===== src/rtl/fatlb_pkg.sv =====
// ----------------------------------------------------------------------------
// fatlb_pkg
// Shared types and constants of the fully associative translation buffer:
// command codes, fixed field widths and the controller/datapath link structs.
// ----------------------------------------------------------------------------
package fatlb_pkg;

  localparam int CMD_W   = 2;
  localparam int STAMP_W = 64;
  localparam int COUNT_W = 32;

  localparam logic [CMD_W-1:0] CMD_LOOKUP = 2'd0;
  localparam logic [CMD_W-1:0] CMD_INSERT = 2'd1;
  localparam logic [CMD_W-1:0] CMD_FLUSH  = 2'd2;

  // controller -> datapath
  typedef struct packed {
    logic load_in;     // capture the request beat
    logic exec;        // lookup / insert into free slot / flush
    logic scan_clear;  // arm the victim scan
    logic scan_step;   // advance the victim scan
    logic evict;       // replace the chosen victim
    logic resp;        // load the response register
  } ctl_cmd_t;

  // datapath -> controller
  typedef struct packed {
    logic need_scan;   // insert with every slot valid
    logic scan_done;   // last stamp compared this cycle
    logic out_free;    // response register can take a beat
  } dp_status_t;

endpackage


===== src/rtl/fatlb_ifs.sv =====
// ----------------------------------------------------------------------------
// fatlb request / response channels
// Valid/ready channels carrying one command beat in and one result beat out.
// ----------------------------------------------------------------------------
interface fatlb_req_if #(
  parameter int PAGE_BITS  = 20,
  parameter int FRAME_BITS = 20
);
  logic                        valid;
  logic                        ready;
  logic [fatlb_pkg::CMD_W-1:0] cmd;
  logic [PAGE_BITS-1:0]        vpn;
  logic [FRAME_BITS-1:0]       frame_in;

  modport source (output valid, output cmd, output vpn, output frame_in, input ready);
  modport sink   (input valid, input cmd, input vpn, input frame_in, output ready);
endinterface

interface fatlb_rsp_if #(
  parameter int PAGE_BITS  = 20,
  parameter int FRAME_BITS = 20
);
  logic                          valid;
  logic                          ready;
  logic                          hit;
  logic [FRAME_BITS-1:0]         frame_out;
  logic                          evicted;
  logic [PAGE_BITS-1:0]          evicted_vpn;
  logic [fatlb_pkg::COUNT_W-1:0] hit_count;
  logic [fatlb_pkg::COUNT_W-1:0] miss_count;
  logic [fatlb_pkg::COUNT_W-1:0] eviction_count;

  modport source (output valid, output hit, output frame_out, output evicted,
                  output evicted_vpn, output hit_count, output miss_count,
                  output eviction_count, input ready);
  modport sink   (input valid, input hit, input frame_out, input evicted,
                  input evicted_vpn, input hit_count, input miss_count,
                  input eviction_count, output ready);
endinterface


===== src/rtl/fatlb_ctl.sv =====
// ----------------------------------------------------------------------------
// fatlb_ctl
// Command sequencer: accept, execute, optional victim scan and replace,
// then hand the result to the response register.
// ----------------------------------------------------------------------------
module fatlb_ctl (
  input  logic                  clk,
  input  logic                  rst,
  input  logic                  in_valid,
  output logic                  in_ready,
  input  fatlb_pkg::dp_status_t status,
  output fatlb_pkg::ctl_cmd_t   cmd
);

  localparam logic [2:0] S_IDLE  = 3'd0;
  localparam logic [2:0] S_EXEC  = 3'd1;
  localparam logic [2:0] S_SCAN  = 3'd2;
  localparam logic [2:0] S_EVICT = 3'd3;
  localparam logic [2:0] S_RESP  = 3'd4;

  logic [2:0] state;
  logic [2:0] state_next;

  assign in_ready = (state == S_IDLE);

  always_comb begin
    state_next = state;
    cmd        = '0;
    case (state)
      S_IDLE: begin
        if (in_valid) begin
          cmd.load_in = 1'b1;
          state_next  = S_EXEC;
        end
      end
      S_EXEC: begin
        cmd.exec = 1'b1;
        if (status.need_scan) begin
          cmd.scan_clear = 1'b1;
          state_next     = S_SCAN;
        end else begin
          state_next = S_RESP;
        end
      end
      S_SCAN: begin
        cmd.scan_step = 1'b1;
        if (status.scan_done) state_next = S_EVICT;
      end
      S_EVICT: begin
        cmd.evict  = 1'b1;
        state_next = S_RESP;
      end
      S_RESP: begin
        // hold until the response register drains
        if (status.out_free) begin
          cmd.resp   = 1'b1;
          state_next = S_IDLE;
        end
      end
      default: state_next = S_IDLE;
    endcase
  end

  always_ff @(posedge clk) begin
    if (rst) state <= S_IDLE;
    else     state <= state_next;
  end

endmodule


===== src/rtl/fatlb_dp.sv =====
// ----------------------------------------------------------------------------
// fatlb_dp
// Entry storage, parallel page compare, stamp scan for the oldest entry,
// access clock, statistics counters and the response register.
// ----------------------------------------------------------------------------
module fatlb_dp #(
  parameter int ENTRIES    = 16,
  parameter int PAGE_BITS  = 20,
  parameter int FRAME_BITS = 20
) (
  input  logic                          clk,
  input  logic                          rst,
  input  logic [fatlb_pkg::CMD_W-1:0]   in_cmd,
  input  logic [PAGE_BITS-1:0]          in_vpn,
  input  logic [FRAME_BITS-1:0]         in_frame,
  input  fatlb_pkg::ctl_cmd_t           ctl,
  output fatlb_pkg::dp_status_t         status,
  input  logic                          out_ready,
  output logic                          out_valid,
  output logic                          out_hit,
  output logic [FRAME_BITS-1:0]         out_pfn,
  output logic                          out_evicted,
  output logic [PAGE_BITS-1:0]          out_evicted_vpn,
  output logic [fatlb_pkg::COUNT_W-1:0] out_hit_count,
  output logic [fatlb_pkg::COUNT_W-1:0] out_miss_count,
  output logic [fatlb_pkg::COUNT_W-1:0] out_eviction_count
);

  localparam int IW = (ENTRIES > 1) ? $clog2(ENTRIES) : 1;
  localparam logic [IW-1:0] LAST_IDX = IW'(ENTRIES - 1);

  // captured request
  logic [fatlb_pkg::CMD_W-1:0] cmd_q;
  logic [PAGE_BITS-1:0]        vpn_q;
  logic [FRAME_BITS-1:0]       frame_q;

  // entry state
  logic [ENTRIES-1:0]             valid;
  logic [PAGE_BITS-1:0]           page_q [ENTRIES];
  logic [FRAME_BITS-1:0]          frame_mem [ENTRIES];
  logic [fatlb_pkg::STAMP_W-1:0]  stamp_mem [ENTRIES];
  logic [fatlb_pkg::STAMP_W-1:0]  access_clock;
  logic [fatlb_pkg::STAMP_W-1:0]  clock_inc;

  logic [fatlb_pkg::COUNT_W-1:0] hits_total;
  logic [fatlb_pkg::COUNT_W-1:0] misses_total;
  logic [fatlb_pkg::COUNT_W-1:0] evictions_total;

  // compare results
  logic [ENTRIES-1:0] match;
  logic               hit_any;
  logic [IW-1:0]      hit_idx;
  logic [IW-1:0]      free_idx;
  logic               all_valid;

  // memory write ports
  logic                          st_we;
  logic [IW-1:0]                 st_waddr;
  logic [fatlb_pkg::STAMP_W-1:0] st_wdata;
  logic                          fr_we;
  logic [IW-1:0]                 fr_waddr;
  logic                          pg_we;
  logic [IW-1:0]                 pg_waddr;

  // read data
  logic [FRAME_BITS-1:0]         frame_rd;
  logic [fatlb_pkg::STAMP_W-1:0] stamp_rd;

  // victim scan
  logic                          rd_active;
  logic [IW-1:0]                 rd_ptr;
  logic                          cmp_valid;
  logic [IW-1:0]                 cmp_idx;
  logic [fatlb_pkg::STAMP_W-1:0] best;
  logic [IW-1:0]                 victim;

  // result flags
  logic                 hit_flag;
  logic                 evict_flag;
  logic [PAGE_BITS-1:0] evicted_vpn_q;

  assign clock_inc = access_clock + fatlb_pkg::STAMP_W'(1);

  always_comb begin
    hit_idx  = '0;
    free_idx = '0;
    for (int k = ENTRIES - 1; k >= 0; k--) begin
      match[k] = valid[k] && (page_q[k] == vpn_q);
      if (match[k])  hit_idx  = IW'(k);
      if (!valid[k]) free_idx = IW'(k);
    end
  end

  assign hit_any   = |match;
  assign all_valid = &valid;

  assign status.need_scan = (cmd_q == fatlb_pkg::CMD_INSERT) && all_valid;
  assign status.scan_done = cmp_valid && (cmp_idx == LAST_IDX);
  assign status.out_free  = !out_valid || out_ready;

  // write port selection
  always_comb begin
    st_we    = 1'b0;
    st_waddr = hit_idx;
    st_wdata = clock_inc;
    fr_we    = 1'b0;
    fr_waddr = free_idx;
    pg_we    = 1'b0;
    pg_waddr = free_idx;
    if (ctl.exec) begin
      case (cmd_q)
        fatlb_pkg::CMD_LOOKUP: begin
          st_we = hit_any;
        end
        fatlb_pkg::CMD_INSERT: begin
          st_we    = !all_valid;
          st_waddr = free_idx;
          fr_we    = !all_valid;
          pg_we    = !all_valid;
        end
        default: ;
      endcase
    end else if (ctl.evict) begin
      // clock already advanced during execute
      st_we    = 1'b1;
      st_waddr = victim;
      st_wdata = access_clock;
      fr_we    = 1'b1;
      fr_waddr = victim;
      pg_we    = 1'b1;
      pg_waddr = victim;
    end
  end

  always_ff @(posedge clk) begin
    if (ctl.load_in) begin
      cmd_q   <= in_cmd;
      vpn_q   <= in_vpn;
      frame_q <= in_frame;
    end
  end

  always_ff @(posedge clk) begin
    if (pg_we) page_q[pg_waddr] <= vpn_q;
    if (ctl.evict) evicted_vpn_q <= page_q[victim];
  end

  always_ff @(posedge clk) begin
    if (fr_we) frame_mem[fr_waddr] <= frame_q;
    if (ctl.exec) frame_rd <= frame_mem[hit_idx];
  end

  always_ff @(posedge clk) begin
    if (st_we) stamp_mem[st_waddr] <= st_wdata;
    if (ctl.scan_step && rd_active) stamp_rd <= stamp_mem[rd_ptr];
  end

  always_ff @(posedge clk) begin
    if (rst) begin
      valid <= '0;
    end else if (ctl.exec && cmd_q == fatlb_pkg::CMD_FLUSH) begin
      valid <= '0;
    end else if (ctl.exec && cmd_q == fatlb_pkg::CMD_INSERT && !all_valid) begin
      valid[free_idx] <= 1'b1;
    end
  end

  always_ff @(posedge clk) begin
    if (rst) begin
      access_clock    <= '0;
      hits_total      <= '0;
      misses_total    <= '0;
      evictions_total <= '0;
    end else begin
      if (ctl.exec && (cmd_q == fatlb_pkg::CMD_LOOKUP || cmd_q == fatlb_pkg::CMD_INSERT))
        access_clock <= clock_inc;
      if (ctl.exec && cmd_q == fatlb_pkg::CMD_LOOKUP) begin
        if (hit_any) hits_total   <= hits_total + fatlb_pkg::COUNT_W'(1);
        else         misses_total <= misses_total + fatlb_pkg::COUNT_W'(1);
      end
      if (ctl.evict) evictions_total <= evictions_total + fatlb_pkg::COUNT_W'(1);
    end
  end

  // victim scan: read one stamp per cycle, compare it in the cycle after
  always_ff @(posedge clk) begin
    if (rst) begin
      rd_active <= 1'b0;
      cmp_valid <= 1'b0;
    end else if (ctl.scan_clear) begin
      rd_active <= 1'b1;
      cmp_valid <= 1'b0;
    end else if (ctl.scan_step) begin
      cmp_valid <= rd_active;
      if (rd_active && rd_ptr == LAST_IDX) rd_active <= 1'b0;
    end else begin
      cmp_valid <= 1'b0;
    end
  end

  always_ff @(posedge clk) begin
    if (ctl.scan_clear) begin
      rd_ptr <= '0;
    end else if (ctl.scan_step) begin
      if (rd_active) begin
        rd_ptr  <= rd_ptr + IW'(1);
        cmp_idx <= rd_ptr;
      end
      // strict compare keeps the lowest index on a tie
      if (cmp_valid && (cmp_idx == '0 || stamp_rd < best)) begin
        best   <= stamp_rd;
        victim <= cmp_idx;
      end
    end
  end

  always_ff @(posedge clk) begin
    if (rst) begin
      hit_flag   <= 1'b0;
      evict_flag <= 1'b0;
    end else if (ctl.load_in) begin
      hit_flag   <= 1'b0;
      evict_flag <= 1'b0;
    end else begin
      if (ctl.exec && cmd_q == fatlb_pkg::CMD_LOOKUP && hit_any) hit_flag <= 1'b1;
      if (ctl.evict) evict_flag <= 1'b1;
    end
  end

  // response register
  always_ff @(posedge clk) begin
    if (rst)            out_valid <= 1'b0;
    else if (ctl.resp)  out_valid <= 1'b1;
    else if (out_ready) out_valid <= 1'b0;
  end

  always_ff @(posedge clk) begin
    if (ctl.resp) begin
      out_hit            <= hit_flag;
      out_pfn            <= hit_flag ? frame_rd : '0;
      out_evicted        <= evict_flag;
      out_evicted_vpn    <= evict_flag ? evicted_vpn_q : '0;
      out_hit_count      <= hits_total;
      out_miss_count     <= misses_total;
      out_eviction_count <= evictions_total;
    end
  end

endmodule


===== src/rtl/fully_associative_tlb_lru_top.sv =====
// ----------------------------------------------------------------------------
// fully_associative_tlb_lru_top
// Fully associative translation buffer with least-recently-used replacement.
//
//   channel | dir | beat contents
//   --------+-----+------------------------------------------------------------
//   req     | in  | cmd, vpn, frame_in
//   rsp     | out | hit, frame_out, evicted, evicted_vpn, hit/miss/eviction counts
//
// Lookup, flush and insert into a free slot pass through accept, execute and
// respond; the result is registered onto rsp in the respond step.
// An insert with all slots valid adds a victim scan and a replace step:
// the stamp memory is scanned one entry per cycle through its single read port.
// One command is in flight at a time; req.ready is high only when idle.
// Synchronous reset clears the valid bits, the access clock and the counters.
// A stalled rsp holds the sequencer before it returns to idle.
// ----------------------------------------------------------------------------
module fully_associative_tlb_lru_top #(
  parameter int ENTRIES    = 16,
  parameter int PAGE_BITS  = 20,
  parameter int FRAME_BITS = 20
) (
  input logic         clk,
  input logic         rst,
  fatlb_req_if.sink   req,
  fatlb_rsp_if.source rsp
);

  fatlb_pkg::ctl_cmd_t   ctl;
  fatlb_pkg::dp_status_t status;

  fatlb_ctl u_ctl (
    .clk      (clk),
    .rst      (rst),
    .in_valid (req.valid),
    .in_ready (req.ready),
    .status   (status),
    .cmd      (ctl)
  );

  fatlb_dp #(
    .ENTRIES    (ENTRIES),
    .PAGE_BITS  (PAGE_BITS),
    .FRAME_BITS (FRAME_BITS)
  ) u_dp (
    .clk                (clk),
    .rst                (rst),
    .in_cmd             (req.cmd),
    .in_vpn             (req.vpn),
    .in_frame           (req.frame_in),
    .ctl                (ctl),
    .status             (status),
    .out_ready          (rsp.ready),
    .out_valid          (rsp.valid),
    .out_hit            (rsp.hit),
    .out_pfn            (rsp.frame_out),
    .out_evicted        (rsp.evicted),
    .out_evicted_vpn    (rsp.evicted_vpn),
    .out_hit_count      (rsp.hit_count),
    .out_miss_count     (rsp.miss_count),
    .out_eviction_count (rsp.eviction_count)
  );

endmodule

===== src/flat_wrapper.sv =====
// flat-port wrapper written by rule: the top's interface ports become plain ports
module fully_associative_tlb_lru_top_flat 
#(
  parameter int ENTRIES    = 16,
  parameter int PAGE_BITS  = 20,
  parameter int FRAME_BITS = 20
)
  (clk, rst, req_valid, req_cmd, req_vpn, req_frame_in, req_ready, rsp_valid, rsp_hit, rsp_frame_out, rsp_evicted, rsp_evicted_vpn, rsp_hit_count, rsp_miss_count, rsp_eviction_count, rsp_ready);
  fatlb_req_if #(.PAGE_BITS(PAGE_BITS), .FRAME_BITS(FRAME_BITS)) req_i ();
  fatlb_rsp_if #(.PAGE_BITS(PAGE_BITS), .FRAME_BITS(FRAME_BITS)) rsp_i ();
  input logic clk;
  input logic rst;
  input wire logic [$bits(req_i.valid)-1:0] req_valid;
  input wire logic [$bits(req_i.cmd)-1:0] req_cmd;
  input wire logic [$bits(req_i.vpn)-1:0] req_vpn;
  input wire logic [$bits(req_i.frame_in)-1:0] req_frame_in;
  output wire logic [$bits(req_i.ready)-1:0] req_ready;
  output wire logic [$bits(rsp_i.valid)-1:0] rsp_valid;
  output wire logic [$bits(rsp_i.hit)-1:0] rsp_hit;
  output wire logic [$bits(rsp_i.frame_out)-1:0] rsp_frame_out;
  output wire logic [$bits(rsp_i.evicted)-1:0] rsp_evicted;
  output wire logic [$bits(rsp_i.evicted_vpn)-1:0] rsp_evicted_vpn;
  output wire logic [$bits(rsp_i.hit_count)-1:0] rsp_hit_count;
  output wire logic [$bits(rsp_i.miss_count)-1:0] rsp_miss_count;
  output wire logic [$bits(rsp_i.eviction_count)-1:0] rsp_eviction_count;
  input wire logic [$bits(rsp_i.ready)-1:0] rsp_ready;
  assign req_i.valid = req_valid;
  assign req_i.cmd = req_cmd;
  assign req_i.vpn = req_vpn;
  assign req_i.frame_in = req_frame_in;
  assign req_ready = req_i.ready;
  assign rsp_valid = rsp_i.valid;
  assign rsp_hit = rsp_i.hit;
  assign rsp_frame_out = rsp_i.frame_out;
  assign rsp_evicted = rsp_i.evicted;
  assign rsp_evicted_vpn = rsp_i.evicted_vpn;
  assign rsp_hit_count = rsp_i.hit_count;
  assign rsp_miss_count = rsp_i.miss_count;
  assign rsp_eviction_count = rsp_i.eviction_count;
  assign rsp_i.ready = rsp_ready;
  fully_associative_tlb_lru_top #(.ENTRIES(ENTRIES), .PAGE_BITS(PAGE_BITS), .FRAME_BITS(FRAME_BITS)) u_core (.clk(clk), .rst(rst), .req(req_i), .rsp(rsp_i));
endmodule

===== config.mk =====
export PLATFORM = sky130hd
export DESIGN_NAME = fully_associative_tlb_lru_top_flat
export DESIGN_NICKNAME = d
export VERILOG_FILES = /design/src/rtl/fatlb_pkg.sv /design/src/rtl/fatlb_ifs.sv /design/src/rtl/fatlb_ctl.sv /design/src/rtl/fatlb_dp.sv /design/src/rtl/fully_associative_tlb_lru_top.sv /design/src/flat_wrapper.sv
export SDC_FILE = /design/constraint.sdc
export NUM_CORES = 2
export LEC_CHECK = 0
export BUFFER_PORTS_ARGS = -buffer_cell sky130_fd_sc_hd__buf_4
export CORE_MARGIN = 8
export CORE_UTILIZATION = 40
export DETAILED_ROUTE_END_ITERATION = 6
export PLACE_DENSITY = 0.55
export SLEW_MARGIN = 20
export SYNTH_ARGS = -nofsm -noshare
export SYNTH_HDL_FRONTEND = slang
export SYNTH_SLANG_ARGS = --single-unit

===== constraint.sdc =====
create_clock -name clk -period 7.8 [get_ports clk]
set_clock_uncertainty 0.1 [all_clocks]
set_input_delay 0.39 -clock clk [delete_from_list [all_inputs] [get_ports clk]]
set_output_delay 0.39 -clock clk [all_outputs]
set_load 0.02 [all_outputs]

==> metrics <==
worst-path maximum fanout 47; most instantiated cells after synthesis edfxtp_1, mux4_2, xnor2_1; die height 490 um; largest vdd supply drop 248 uV; CP Capture Type register; RSZ-0062 raised after global routing false; mean post-synth cell area 17.8 um2; maximum clock rate 0.158 GHz; Clk pwr share 44.4%; Yosys reg bits 2208; 1st-pass router iterations 7; final net count 5527; Clock Latency Late Sink 0.90 ns; Unique masters post-synth 67; EDFF count, synth 2020; Detail Placement HPWL 147 mm; CTS Sinks 2208; Setup WS post-layout 1.48 ns; # IOs 186; FP Rows 174; Final Hold Fails 0; Place WS 1.59 ns; IO Port Bufs 185; most common cell in the netlist edfxtp_1; biggest area consumer among synthesized cells edfxtp_1; Die Wd 490 um; P_sw 5.19 mW; data required time of the worst path 8.21 ns; fillers 19000; period utilization 81.0%; worst hold path class in -> reg; # H-tree levels 4; drc violations 0; hold_ws 0.127 ns; All-Layer GR Usage 19.5%; Setup violations, final 0; routed wire length 237 mm; min Tclk post-route 6.32 ns; pwr dens 237 nW/um2; initial antenna violation count 9; Synthesized Nets 5169; Setup Fix Bufs, Post-CTS 0; Main synth FF type edfxtp_1; gp weighted congestion 0.876; die footprint 240000 um2; total number of vias 46800; TritonCTS Buffers 227; worst slew pin tran 1.12 ns; Area Overhead vs Synth 15.4%; mapped cell area 89800 um2; via/cell ratio 5.44; CTS tree yes; sequential share of power 52.9%; WP data arrival 6.73 ns; Overflow after GRT 0; CTS root buf clkbuf_16; share of post-route cells with drive strength above 1 22.5%; sw frac 21.1%; core box area 224000 um2; slew margin rel. 25.5%; Synth async-reset ratio 0%; combinational power share 2.7%; Static Leak 33.1 nW; CP Class reg -> reg; remaining antenna violation count 0; DRT iter0 DRCs 3925; clk buf depth 3; Placed Instances 8130; Clock Pin Slew Worst Setup and Hold Paths 0.06 ns; YS warnings 0; max-capacitance violation count 0; Final TNS setup 0 ns; synthesized instance count 5055; register area share after synthesis 71.8%; Synth top area share 67.6%; largest net degree at the start of global routing 139; Initial Utilization 40.1%; first-pass GRT wire length 342 mm; Routed WL per cell 27.5 um; outcome completed; vias in the first global route 48000; Max Transition Viols Final 0; ranking of synthesized cells by area edfxtp_1, mux4_2, dfxtp_1; Pint 19.4 mW; non-filler cells, final 8605; critical path launch point type register
[metrics by stage]
step	cell area (um2)	utilization, %	power (mW)
detailed placement	95300	42.6	13.9
global placement	95200	42.5	13.9
CTS	103000	46.1	24.8
global route	104000	46.2	25.3
finish	104000	46.2	24.6
floorplan	89800	-	13.6
[final cells by class]
cell class	count	area (um2)	share of cell area, %
timing repair buffer	351	2960	2.86
tap	2992	3740	3.61
multi-input combinational	2534	24500	23.7
clock inverter	155	1680	1.62
sequential	2208	64400	62.2
antenna	3	7.51	0.00725
inverter	91	342	0.330
clock buffer	271	5870	5.66
[cells by family (layout without fill, tap and decap cells)]
group,after synthesis,in the layout,share of synthesized area (%)
other cells,0,3,0
mux,584,584,12.5
fa+ha+maj,68,68,0.948
simple gates,1058,1058,6.06
compound gates,333,333,2.30
flops,2208,2208,71.8
xor+xnor,491,491,4.79
buf+inv,313,868,1.65
[power groups by stage]
stage / clock network [mW] / registers, mW / logic (mW)
2_1_floorplan: 0 / 13.2 / 0.383
3_3_place_gp: 0 / 13.2 / 0.660
3_5_place_dp: 0 / 13.2 / 0.660
4_1_cts: 11.2 / 13.0 / 0.682
5_1_grt: 11.6 / 13.0 / 0.708
6_report: 10.9 / 13.0 / 0.669
[worst max-delay path, stage by stage, from the launching register on]
cell      delay (ns)
edfxtp_1        0.94
buf_4           0.40
xor2_1          0.10
nor4_1          0.43
nand4_1         0.33
nor2_1          0.24
nand4b_1        0.36
nand2b_1        0.10
a21oi_1         0.86
o21ai_0         0.35
nor2_1          0.22
nand2_1         0.25
nor2_4          0.76
buf_12          0.43
[sequential cells by signal, indices dropped and copies added (netlist names), 16 cells and up]
register / flops
u_core.u_dp.best: 64
u_core.u_dp.out_pfn: 20
u_core.u_dp.valid: 16
u_core.u_dp.frame_q: 20
u_core.u_dp.access_clock: 64
u_core.u_dp.misses_total: 32
u_core.u_dp.hits_total: 32
u_core.u_dp.frame_rd: 20
u_core.u_dp.out_miss_count: 32
u_core.u_dp.out_eviction_count: 32
u_core.u_dp.page_q: 320
u_core.u_dp.evicted_vpn_q: 20
u_core.u_dp.out_evicted_vpn: 20
u_core.u_dp.frame_mem: 320
u_core.u_dp.stamp_rd: 64
u_core.u_dp.stamp_mem: 1024
u_core.u_dp.evictions_total: 32
u_core.u_dp.out_hit_count: 32
u_core.u_dp.vpn_q: 20
[placed cells by master, fill, tap and decap left out, types with 53 or more instances in the layout]
| master | netlist | routed |
|---|---|---|
| or3_1 | 57 | 57 |
| xor2_1 | 198 | 171 |
| nand2_1 | 193 | 193 |
| buf_4 | 28 | 287 |
| mux2i_1 | 84 | 84 |
| nand3_1 | 105 | 105 |
| a21oi_1 | 110 | 110 |
| mux4_2 | 420 | 420 |
| mux2_2 | 80 | 80 |
| inv_1 | 90 | 90 |
| ha_1 | 68 | 68 |
| clkinv_1 | 1 | 53 |
| edfxtp_1 | 2020 | 2020 |
| nor2_1 | 281 | 245 |
| nand4_1 | 139 | 139 |
| clkbuf_16 | 0 | 227 |
| o21ai_0 | 87 | 85 |
| dfxtp_1 | 188 | 184 |
| xnor2_1 | 293 | 274 |
[routing by layer]
| layer | up-vias | track usage, % | part of all wire [%] |
|---|---|---|---|
| met2 | 1185 | 32.9 | 50 |
| met1 | 24700 | 26.6 | 44 |
| li1 | 20600 | - | - |
| met5 | - | 0 | 0 |
| met3 | 307 | 2.79 | 4.3 |
| met4 | 0 | 5.19 | 2.6 |
[worst paths after layout]
check / startpoint / to / slack, ns / cells after the start
worst max-delay path: u_core.u_dp.vpn_q[16] / u_core.u_dp.stamp_mem[4][43] / 1.48 / 13
worst min-delay path: req_frame_in[5] / u_core.u_dp.frame_q[5] / 0.13 / 2
worst max register to register: u_core.u_dp.vpn_q[16] / u_core.u_dp.stamp_mem[4][43] / 1.48 / 13
worst min register to register: u_core.u_dp.stamp_rd[0] / u_core.u_dp.best[0] / 0.36 / 0
[repair_timing]
item / 4_1_cts / 5_1_grt
gates resized for setup: 0 / 0
hold endpoints to repair: 137 / 0
hold buffers: 46 / 0
(Power assumes the default switching activity.)
